`src/rtl/knns_pkg.sv`:
```
// knns_pkg: shared constants, register indexes and types for the k-nearest
// neighbor select core. No dependencies.
`timescale 1ns / 1ps
`default_nettype none

package knns_pkg;

    localparam int MAX_NEIGHBORS = 16;
    localparam int MAX_LIB       = 4096;

    localparam int DIST_W  = 32;
    localparam int IDX_W   = 12;
    localparam int NCNT_W  = 5;
    localparam int EXCL_W  = 13;
    localparam int CFG_W   = 13;
    localparam int CFG_IDX_W = 1;

    localparam int SLOT_W  = (MAX_NEIGHBORS > 1) ? $clog2(MAX_NEIGHBORS) : 1;
    localparam int CNT_W   = $clog2(MAX_NEIGHBORS + 1);
    localparam int COL_W   = $clog2(MAX_LIB + 1);
    localparam int TREE_LEAVES = 1 << SLOT_W;
    localparam int TREE_NODES  = 2 * TREE_LEAVES - 1;

    localparam int QDEPTH  = 4;
    localparam int QPTR_W  = $clog2(QDEPTH);
    localparam int QCNT_W  = $clog2(QDEPTH + 1);

    localparam logic [CFG_IDX_W-1:0] REG_NEIGHBOR_COUNT  = 1'd0;
    localparam logic [CFG_IDX_W-1:0] REG_EXCLUSION_LIMIT = 1'd1;

    localparam logic [NCNT_W-1:0] NCNT_RESET = 5'd4;
    localparam logic [EXCL_W-1:0] EXCL_RESET = 13'd4096;

    typedef struct packed {
        logic [DIST_W-1:0] distance;
        logic [IDX_W-1:0]  idx;
        logic              take;
        logic              last;
    } t_entry;

    typedef struct packed {
        logic              vld;
        logic [DIST_W-1:0] distance;
        logic [SLOT_W-1:0] slot;
    } t_node;

    typedef enum logic {
        ST_RUN,
        ST_EMIT
    } t_back_state;

endpackage

`default_nettype wire

```
`src/rtl/knns_front.sv`:
```
// knns_front: accepts distance words, tracks the column, tags each word as
// eligible or not. Depends on knns_pkg.
`timescale 1ns / 1ps
`default_nettype none

module knns_front (
    input  wire logic                          i_clk,
    input  wire logic                          i_rst_n,
    input  wire logic                          i_in_valid,
    output logic                               o_in_ready,
    input  wire logic [knns_pkg::DIST_W-1:0]   i_distance,
    input  wire logic                          i_row_end,
    input  wire logic [knns_pkg::EXCL_W-1:0]   i_exclusion_limit,
    output logic                               o_push,
    output knns_pkg::t_entry                   o_entry,
    input  wire logic                          i_q_ready
);
    import knns_pkg::*;

    logic [COL_W-1:0] r_col;
    logic [COL_W-1:0] n_col;
    logic             w_accept;

    assign o_in_ready = i_q_ready;
    assign w_accept   = i_in_valid && i_q_ready;
    assign o_push     = w_accept;

    always_comb begin
        o_entry.distance = i_distance;
        o_entry.idx      = IDX_W'(r_col);
        o_entry.take     = (r_col < COL_W'(MAX_LIB)) &&
                           (32'(r_col) < 32'(i_exclusion_limit));
        o_entry.last     = i_row_end;
    end

    always_comb begin
        n_col = r_col;
        if (w_accept) begin
            if (i_row_end) begin
                n_col = '0;
            end else if (r_col < COL_W'(MAX_LIB)) begin
                n_col = r_col + COL_W'(1);
            end
        end
    end

    always_ff @(posedge i_clk) begin
        if (!i_rst_n) begin
            r_col <= '0;
        end else begin
            r_col <= n_col;
        end
    end

endmodule

`default_nettype wire

```
`src/rtl/knns_queue.sv`:
```
// knns_queue: short word queue between the front and back parts.
// Depends on knns_pkg.
`timescale 1ns / 1ps
`default_nettype none

module knns_queue (
    input  wire logic             i_clk,
    input  wire logic             i_rst_n,
    input  wire logic             i_push,
    input  wire knns_pkg::t_entry i_entry,
    output logic                  o_ready,
    output logic                  o_valid,
    output knns_pkg::t_entry      o_entry,
    input  wire logic             i_pop
);
    import knns_pkg::*;

    t_entry            r_mem [QDEPTH];
    logic [QPTR_W-1:0] r_wr_ptr;
    logic [QPTR_W-1:0] r_rd_ptr;
    logic [QCNT_W-1:0] r_count;
    logic              w_do_push;
    logic              w_do_pop;

    assign o_ready   = (r_count != QCNT_W'(QDEPTH));
    assign o_valid   = (r_count != '0);
    assign o_entry   = r_mem[r_rd_ptr];
    assign w_do_push = i_push && o_ready;
    assign w_do_pop  = i_pop && o_valid;

    always_ff @(posedge i_clk) begin
        if (w_do_push) begin
            r_mem[r_wr_ptr] <= i_entry;
        end
    end

    always_ff @(posedge i_clk) begin
        if (!i_rst_n) begin
            r_wr_ptr <= '0;
            r_rd_ptr <= '0;
            r_count  <= '0;
        end else begin
            if (w_do_push) begin
                r_wr_ptr <= r_wr_ptr + QPTR_W'(1);
            end
            if (w_do_pop) begin
                r_rd_ptr <= r_rd_ptr + QPTR_W'(1);
            end
            case ({w_do_push, w_do_pop})
                2'b10:   r_count <= r_count + QCNT_W'(1);
                2'b01:   r_count <= r_count - QCNT_W'(1);
                default: r_count <= r_count;
            endcase
        end
    end

endmodule

`default_nettype wire

```
`src/rtl/knns_back.sv`:
```
// knns_back: neighbor slots, max-slot comparator tree, replacement and
// row-end emission through an output register. Depends on knns_pkg.
`timescale 1ns / 1ps
`default_nettype none

module knns_back (
    input  wire logic                         i_clk,
    input  wire logic                         i_rst_n,
    input  wire logic [knns_pkg::CNT_W-1:0]   i_k,
    input  wire logic                         i_valid,
    input  wire knns_pkg::t_entry             i_entry,
    output logic                              o_pop,
    output logic                              o_out_valid,
    input  wire logic                         i_out_ready,
    output logic [knns_pkg::IDX_W-1:0]        o_neighbor_index,
    output logic [knns_pkg::DIST_W-1:0]       o_neighbor_distance,
    output logic                              o_final_slot
);
    import knns_pkg::*;

    t_back_state       r_state;
    t_back_state       n_state;
    logic [SLOT_W-1:0] r_ptr;
    logic [SLOT_W-1:0] n_ptr;

    logic [DIST_W-1:0] r_slot_dist [MAX_NEIGHBORS];
    logic [IDX_W-1:0]  r_slot_idx  [MAX_NEIGHBORS];

    logic              r_out_valid;
    logic              n_out_valid;
    logic [IDX_W-1:0]  r_out_idx;
    logic [DIST_W-1:0] r_out_dist;
    logic              r_out_final;

    t_node             w_tree [TREE_NODES];
    logic              w_upd;
    logic              w_clr;
    logic              w_load;
    logic              w_final;

    // first-largest slot among the active ones; ties keep the lower slot
    always_comb begin
        for (int j = 0; j < MAX_NEIGHBORS; j++) begin
            w_tree[TREE_LEAVES - 1 + j].vld      = (j < int'(i_k)) || (j == 0);
            w_tree[TREE_LEAVES - 1 + j].distance = r_slot_dist[j];
            w_tree[TREE_LEAVES - 1 + j].slot     = SLOT_W'(j);
        end
        for (int j = MAX_NEIGHBORS; j < TREE_LEAVES; j++) begin
            w_tree[TREE_LEAVES - 1 + j].vld      = 1'b0;
            w_tree[TREE_LEAVES - 1 + j].distance = '0;
            w_tree[TREE_LEAVES - 1 + j].slot     = '0;
        end
        for (int n = TREE_LEAVES - 2; n >= 0; n--) begin
            if (w_tree[2*n+2].vld &&
                (!w_tree[2*n+1].vld ||
                 (w_tree[2*n+2].distance > w_tree[2*n+1].distance))) begin
                w_tree[n] = w_tree[2*n+2];
            end else begin
                w_tree[n] = w_tree[2*n+1];
            end
        end
    end

    assign w_final = ({{(CNT_W-SLOT_W){1'b0}}, r_ptr} == (i_k - CNT_W'(1)));

    always_comb begin
        n_state     = r_state;
        n_ptr       = r_ptr;
        o_pop       = 1'b0;
        w_upd       = 1'b0;
        w_clr       = 1'b0;
        w_load      = 1'b0;
        n_out_valid = r_out_valid && !i_out_ready;
        case (r_state)
            ST_RUN: begin
                o_pop = 1'b1;
                if (i_valid) begin
                    w_upd = i_entry.take && (i_entry.distance < w_tree[0].distance);
                    if (i_entry.last) begin
                        n_state = ST_EMIT;
                        n_ptr   = '0;
                    end
                end
            end
            ST_EMIT: begin
                if (!r_out_valid || i_out_ready) begin
                    w_load      = 1'b1;
                    n_out_valid = 1'b1;
                    if (w_final) begin
                        w_clr   = 1'b1;
                        n_state = ST_RUN;
                    end else begin
                        n_ptr = r_ptr + SLOT_W'(1);
                    end
                end
            end
            default: begin
                n_state = ST_RUN;
            end
        endcase
    end

    always_ff @(posedge i_clk) begin
        if (!i_rst_n) begin
            r_state     <= ST_RUN;
            r_ptr       <= '0;
            r_out_valid <= 1'b0;
        end else begin
            r_state     <= n_state;
            r_ptr       <= n_ptr;
            r_out_valid <= n_out_valid;
        end
    end

    always_ff @(posedge i_clk) begin
        if (!i_rst_n || w_clr) begin
            for (int j = 0; j < MAX_NEIGHBORS; j++) begin
                r_slot_dist[j] <= '1;
                r_slot_idx[j]  <= '0;
            end
        end else if (w_upd) begin
            r_slot_dist[w_tree[0].slot] <= i_entry.distance;
            r_slot_idx[w_tree[0].slot]  <= i_entry.idx;
        end
    end

    always_ff @(posedge i_clk) begin
        if (w_load) begin
            r_out_idx   <= r_slot_idx[r_ptr];
            r_out_dist  <= r_slot_dist[r_ptr];
            r_out_final <= w_final;
        end
    end

    assign o_out_valid         = r_out_valid;
    assign o_neighbor_index    = r_out_idx;
    assign o_neighbor_distance = r_out_dist;
    assign o_final_slot        = r_out_final;

endmodule

`default_nettype wire

```
`src/rtl/knn_nearest_neighbor_select_core.sv`:
```
// Top level of the k-nearest neighbor select core: config registers, front,
// word queue and back. Depends on knns_pkg, knns_front, knns_queue, knns_back.
// Throughput: one distance word per cycle while the queue has room; on a row end
//   the back part stops popping to emit the k slots, while the front keeps
//   filling the 4-word queue. A queued row-end word is popped in ST_RUN, which
//   moves to ST_EMIT; ST_EMIT loads the slots in turn into the output register.
// Reset (synchronous, active low): slots, column counter, queue and state cleared;
//   neighbor_count = 4, exclusion_limit = 4096. No clearing pass.
`timescale 1ns / 1ps
`default_nettype none

module knn_nearest_neighbor_select_core (
    input  wire logic                             i_clk,
    input  wire logic                             i_rst_n,
    input  wire logic                             i_cfg_wr_en,
    input  wire logic [knns_pkg::CFG_IDX_W-1:0]   i_cfg_index,
    input  wire logic [knns_pkg::CFG_W-1:0]       i_cfg_wr_data,
    input  wire logic                             i_in_valid,
    output logic                                  o_in_ready,
    input  wire logic [knns_pkg::DIST_W-1:0]      i_distance,
    input  wire logic                             i_row_end,
    output logic                                  o_out_valid,
    input  wire logic                             i_out_ready,
    output logic [knns_pkg::IDX_W-1:0]            o_neighbor_index,
    output logic [knns_pkg::DIST_W-1:0]           o_neighbor_distance,
    output logic                                  o_final_slot
);
    import knns_pkg::*;

    logic [NCNT_W-1:0] r_neighbor_count;
    logic [EXCL_W-1:0] r_exclusion_limit;
    logic [CNT_W-1:0]  w_k;

    logic   w_push;
    t_entry w_push_entry;
    logic   w_q_ready;
    logic   w_q_valid;
    t_entry w_q_entry;
    logic   w_pop;

    always_ff @(posedge i_clk) begin
        if (!i_rst_n) begin
            r_neighbor_count  <= NCNT_RESET;
            r_exclusion_limit <= EXCL_RESET;
        end else if (i_cfg_wr_en) begin
            case (i_cfg_index)
                REG_NEIGHBOR_COUNT:  r_neighbor_count  <= i_cfg_wr_data[NCNT_W-1:0];
                REG_EXCLUSION_LIMIT: r_exclusion_limit <= i_cfg_wr_data[EXCL_W-1:0];
                default: begin
                end
            endcase
        end
    end

    // active slot count: 0 acts as 1, clamp to slot storage
    always_comb begin
        if (r_neighbor_count == '0) begin
            w_k = CNT_W'(1);
        end else if (32'(r_neighbor_count) > MAX_NEIGHBORS) begin
            w_k = CNT_W'(MAX_NEIGHBORS);
        end else begin
            w_k = CNT_W'(r_neighbor_count);
        end
    end

    knns_front u_front (
        .i_clk             (i_clk),
        .i_rst_n           (i_rst_n),
        .i_in_valid        (i_in_valid),
        .o_in_ready        (o_in_ready),
        .i_distance        (i_distance),
        .i_row_end         (i_row_end),
        .i_exclusion_limit (r_exclusion_limit),
        .o_push            (w_push),
        .o_entry           (w_push_entry),
        .i_q_ready         (w_q_ready)
    );

    knns_queue u_queue (
        .i_clk   (i_clk),
        .i_rst_n (i_rst_n),
        .i_push  (w_push),
        .i_entry (w_push_entry),
        .o_ready (w_q_ready),
        .o_valid (w_q_valid),
        .o_entry (w_q_entry),
        .i_pop   (w_pop)
    );

    knns_back u_back (
        .i_clk               (i_clk),
        .i_rst_n             (i_rst_n),
        .i_k                 (w_k),
        .i_valid             (w_q_valid),
        .i_entry             (w_q_entry),
        .o_pop               (w_pop),
        .o_out_valid         (o_out_valid),
        .i_out_ready         (i_out_ready),
        .o_neighbor_index    (o_neighbor_index),
        .o_neighbor_distance (o_neighbor_distance),
        .o_final_slot        (o_final_slot)
    );

endmodule

`default_nettype wire
```
`config.mk`:
```
export PLATFORM = sky130hd
export DESIGN_NAME = knn_nearest_neighbor_select_core
export DESIGN_NICKNAME = d
export VERILOG_FILES = /design/src/rtl/knns_pkg.sv /design/src/rtl/knns_front.sv /design/src/rtl/knns_queue.sv /design/src/rtl/knns_back.sv /design/src/rtl/knn_nearest_neighbor_select_core.sv
export SDC_FILE = /design/constraint.sdc
export NUM_CORES = 2
export LEC_CHECK = 0
export BUFFER_PORTS_ARGS = -buffer_cell sky130_fd_sc_hd__buf_4
export CAP_MARGIN = 20
export CORE_UTILIZATION = 50
export DETAILED_ROUTE_END_ITERATION = 7
export PLACE_DENSITY = 0.78
export SYNTH_ARGS = -nofsm -noshare
export SYNTH_HDL_FRONTEND = slang
export SYNTH_SLANG_ARGS = --single-unit
```
`constraint.sdc`:
```
create_clock -name i_clk -period 18.95 [get_ports i_clk]
set_clock_uncertainty 0.15 [all_clocks]
set_input_delay 0.9475 -clock i_clk [delete_from_list [all_inputs] [get_ports i_clk]]
set_output_delay 0.9475 -clock i_clk [all_outputs]
set_load 0.03 [all_outputs]
```
==> results.py <==
metrics = {
    "synth": {
        "syn_nets": 5618,
        "synthDominantCellAreaShare_pct": 47.2,
        "synth_warnings": 0,
        "synthesis.area_sq_um": 59300,
        "synth_commonest_cells": "933 x edfxtp_1, 738 x nand2_1, 532 x ha_1",
        "async_flop_share_pct": 0,
        "yosysSeqAreaShare_pct": 48.8,
        "synth.most_common_cell": "edfxtp_1",
        "syn_avg_cell_area_sq_um": 11.8,
        "synth_top_cell_by_area": "edfxtp_1",
        "synth_edf_count": 933,
        "ys_ff_latch": 979,
        "netlist_instances": 5033,
        "synth_area_leaders": "edfxtp_1 47%, ha_1 11%, mux4_2 8.4%",
        "yosysUniqueCellTypes": 83,
        "synthFlopType": "edfxtp_1",
    },
    "floorplan": {
        "dieArea_sq_um": 120000,
        "rows": 125,
        "pin_count": 99,
        "die_h_microns": 346,
        "core_sq_um": 117000,
        "initial_core_util_pct": 50.8,
        "die_x_microns": 346,
    },
    "clocking": {
        "cts_buffer_depth": 3,
        "cts_tree": "done",
        "numCtsBuffers": 103,
        "clk_pin_slew_ps": 60,
        "cts_resized": 0,
        "htreeDepth": 3,
        "clk_latency_ps": 720,
        "post-cts-setup-buffers": 0,
        "clock-root-buffer": "clkbuf_16",
        "cts_sinks": 979,
        "cts_hold_buf": 0,
    },
    "finish": {
        "multi_input_area_sq_um": 27500,
        "final_nets": 5676,
        "fillerInstances": 9368,
        "final_layout_size_suffix_gt1_share_pct": 14.8,
        "seqCellArea_sq_um": 29000,
        "final_util_pct": 56.0,
        "syn_to_final_growth_pct": 10.3,
    },
    "worst_setup_path": {
        "r2r_setup_slack_ps": 1460,
        "cp-start-kind": "register",
        "reg2regPathDepth": 43,
        "critPathBufInv": 4,
        "cpMaxStageDelayCell": "nand2_2",
        "path_class": "reg -> reg",
        "cp-end-kind": "register",
        "cp.required_ps": 19180,
        "max_stage_delay_ps": 1060,
        "crit_top_cell": "ha_1",
        "r2r_end": "u_back.r_slot_dist[6][21]$_SDFFCE_PN1P_",
        "path_delay_family": "simple AND/OR/NAND/NOR gates",
        "r2r_start": "u_back.r_slot_dist[7][15]$_SDFFCE_PN1P_",
        "cp_max_fo": 39,
        "cp.arrival_ps": 17720,
    },
    "timing": {
        "maxSlewViolCount": 0,
        "layout_worst_path_cycle_share_pct": 92.3,
        "fin_crit_ps": 17490,
        "slew_headroom_pct": 21.8,
        "grt_setup_unrepaired": "false",
        "fin_setup_tns_ps": 0,
        "setup_viol": 0,
        "tightest_slew_ps": 1170,
        "hold_violations": 0,
        "max_freq_mhz": 57.2,
    },
    "worst_hold_path": {
        "hold_depth": 1,
        "hold_class": "in -> reg",
        "hold_path.startpoint": "i_distance[15]",
        "min_to": "u_queue.r_mem[1][29]$_DFFE_PP_",
    },
    "route": {
        "met2_length_microns": 80300,
        "routed_wl_microns": 181000,
        "dr.max_layer_used": "met5",
        "viasPerCell": 6.39,
        "drtIter0Drc": 5553,
        "postRouteAntennaNets": 0,
        "first_pass_iters": 8,
        "drc": 0,
        "wl_per_cell_microns": 27.0,
        "wl_met3_microns": 23600,
        "drt-met1-wl_microns": 70000,
        "dr_total_vias": 42900,
    },
    "global_routing": {
        "grt_pass1_vias": 41900,
        "track_usage_pct": 29.9,
        "antenna_found_initial": 13,
        "grt_max_degree": 65,
        "overflow": 0,
        "grt_pass1_wl_microns": 268000,
    },
    "place": {
        "hpwl_microns": 131000,
        "gp_congestion": 1.02,
        "io_buffers": 98,
    },
    "outcome": {
        "outcome": "finished clean",
    },
    "run": {
        "max-cap-violations": 0,
    },
}
-- final cells by class --
type                    instances  share of cell area (%)
flip-flops and latches        979                    44.3
multi-input cells            3296                    42.1
clock buffers                 130                    4.29
well taps                    1524                    2.92
inverters                     491                    2.82
repair buffers                220                    2.60
clock inverters                62                   0.999
diodes                          1                 0.00383
-- state kept, by name (all words and copies together), names as in the netlist, named ones only --
signal	count
u_back.r_slot_dist	512
u_back.r_slot_idx	192
u_queue.r_mem	184
u_back.o_neighbor_distance	32
r_exclusion_limit	13
u_front.r_col	13
u_back.o_neighbor_index	12
r_neighbor_count	5
u_back.r_ptr	4
u_queue.r_count	3
u_queue.r_rd_ptr	2
u_queue.r_wr_ptr	2
u_back.o_final_slot	1
u_back.o_out_valid	1
u_back.r_state	1
-- through the flow --
stage | hold slack, ps | worst slack, ps | instance area, sq um | cells
2_1_floorplan | 293 | 5520 | 59300 | 5033
3_3_place_gp | 304 | 2270 | 61900 | 6505
3_5_place_dp | 307 | 2140 | 61900 | 6506
4_1_cts | 257 | 2050 | 65300 | 6698
5_1_grt | 281 | 1130 | 65400 | 6702
6_report | 292 | 1460 | 65400 | 6703
-- cell families (layout without fill, tap and decap cells) --
family / count (synthesis) / in the layout / share of synthesized area, %
AO/OA/AOI/OAI: 645 / 645 / 6.79
multiplexers: 719 / 719 / 17.1
buffers and inverters: 758 / 903 / 5.03
other: 0 / 1 / 0
XOR/XNOR: 18 / 18 / 0.266
flip-flops: 979 / 979 / 48.8
adder cells (fa/ha/maj): 533 / 533 / 11.3
AND/OR/NAND/NOR: 1381 / 1381 / 10.8
-- cells in the final DEF, fill, tap and decap left out, drive strengths merged, types with 28 or more instances in the layout --
cell	count
ha	532
nand4	114
nand2	738
edfxtp	933
nand3	54
o21ai	170
o21a	30
nor2	196
buf	220
clkbuf	130
dfxtp	46
mux4	222
a21oi	215
clkinv	45
mux2i	394
mux2	103
a21o	57
inv	492
and2	61
nor4	76
a211oi	28
nor2b	28
nor3	35
-- per-layer routing --
metal | up-vias | track usage (%)
met1 | 21000 | 41.4
met5 | - | 0
met2 | 2674 | 45.8
met3 | 422 | 6.86
li1 | 18700 | -
met4 | 8 | 11.3
-- how the worst max path moves through the flow --
stage | startpoint | endpoint | slack [ps] | depth (start not counted)
after floorplan | u_back.r_slot_dist[1][15]$_SDFFCE_PN1P_ | u_back.r_slot_dist[11][0]$_SDFFCE_PN1P_ | 5520 | 50
after global placement | u_back.r_slot_dist[11][13]$_SDFFCE_PN1P_ | u_back.r_slot_dist[6][23]$_SDFFCE_PN1P_ | 2270 | 44
after detailed placement | u_back.r_slot_dist[7][15]$_SDFFCE_PN1P_ | u_back.r_slot_dist[6][23]$_SDFFCE_PN1P_ | 2140 | 43
after CTS | u_back.r_slot_dist[7][15]$_SDFFCE_PN1P_ | u_back.r_slot_dist[6][22]$_SDFFCE_PN1P_ | 2050 | 43
after global routing | u_back.r_slot_dist[7][15]$_SDFFCE_PN1P_ | u_back.r_slot_dist[6][22]$_SDFFCE_PN1P_ | 1130 | 42
final | u_back.r_slot_dist[7][15]$_SDFFCE_PN1P_ | u_back.r_slot_dist[6][21]$_SDFFCE_PN1P_ | 1460 | 43
Power is left out: the tool's default activity adds up to more than one toggle a clock period on the data nets, which glitch-free logic cannot reach.
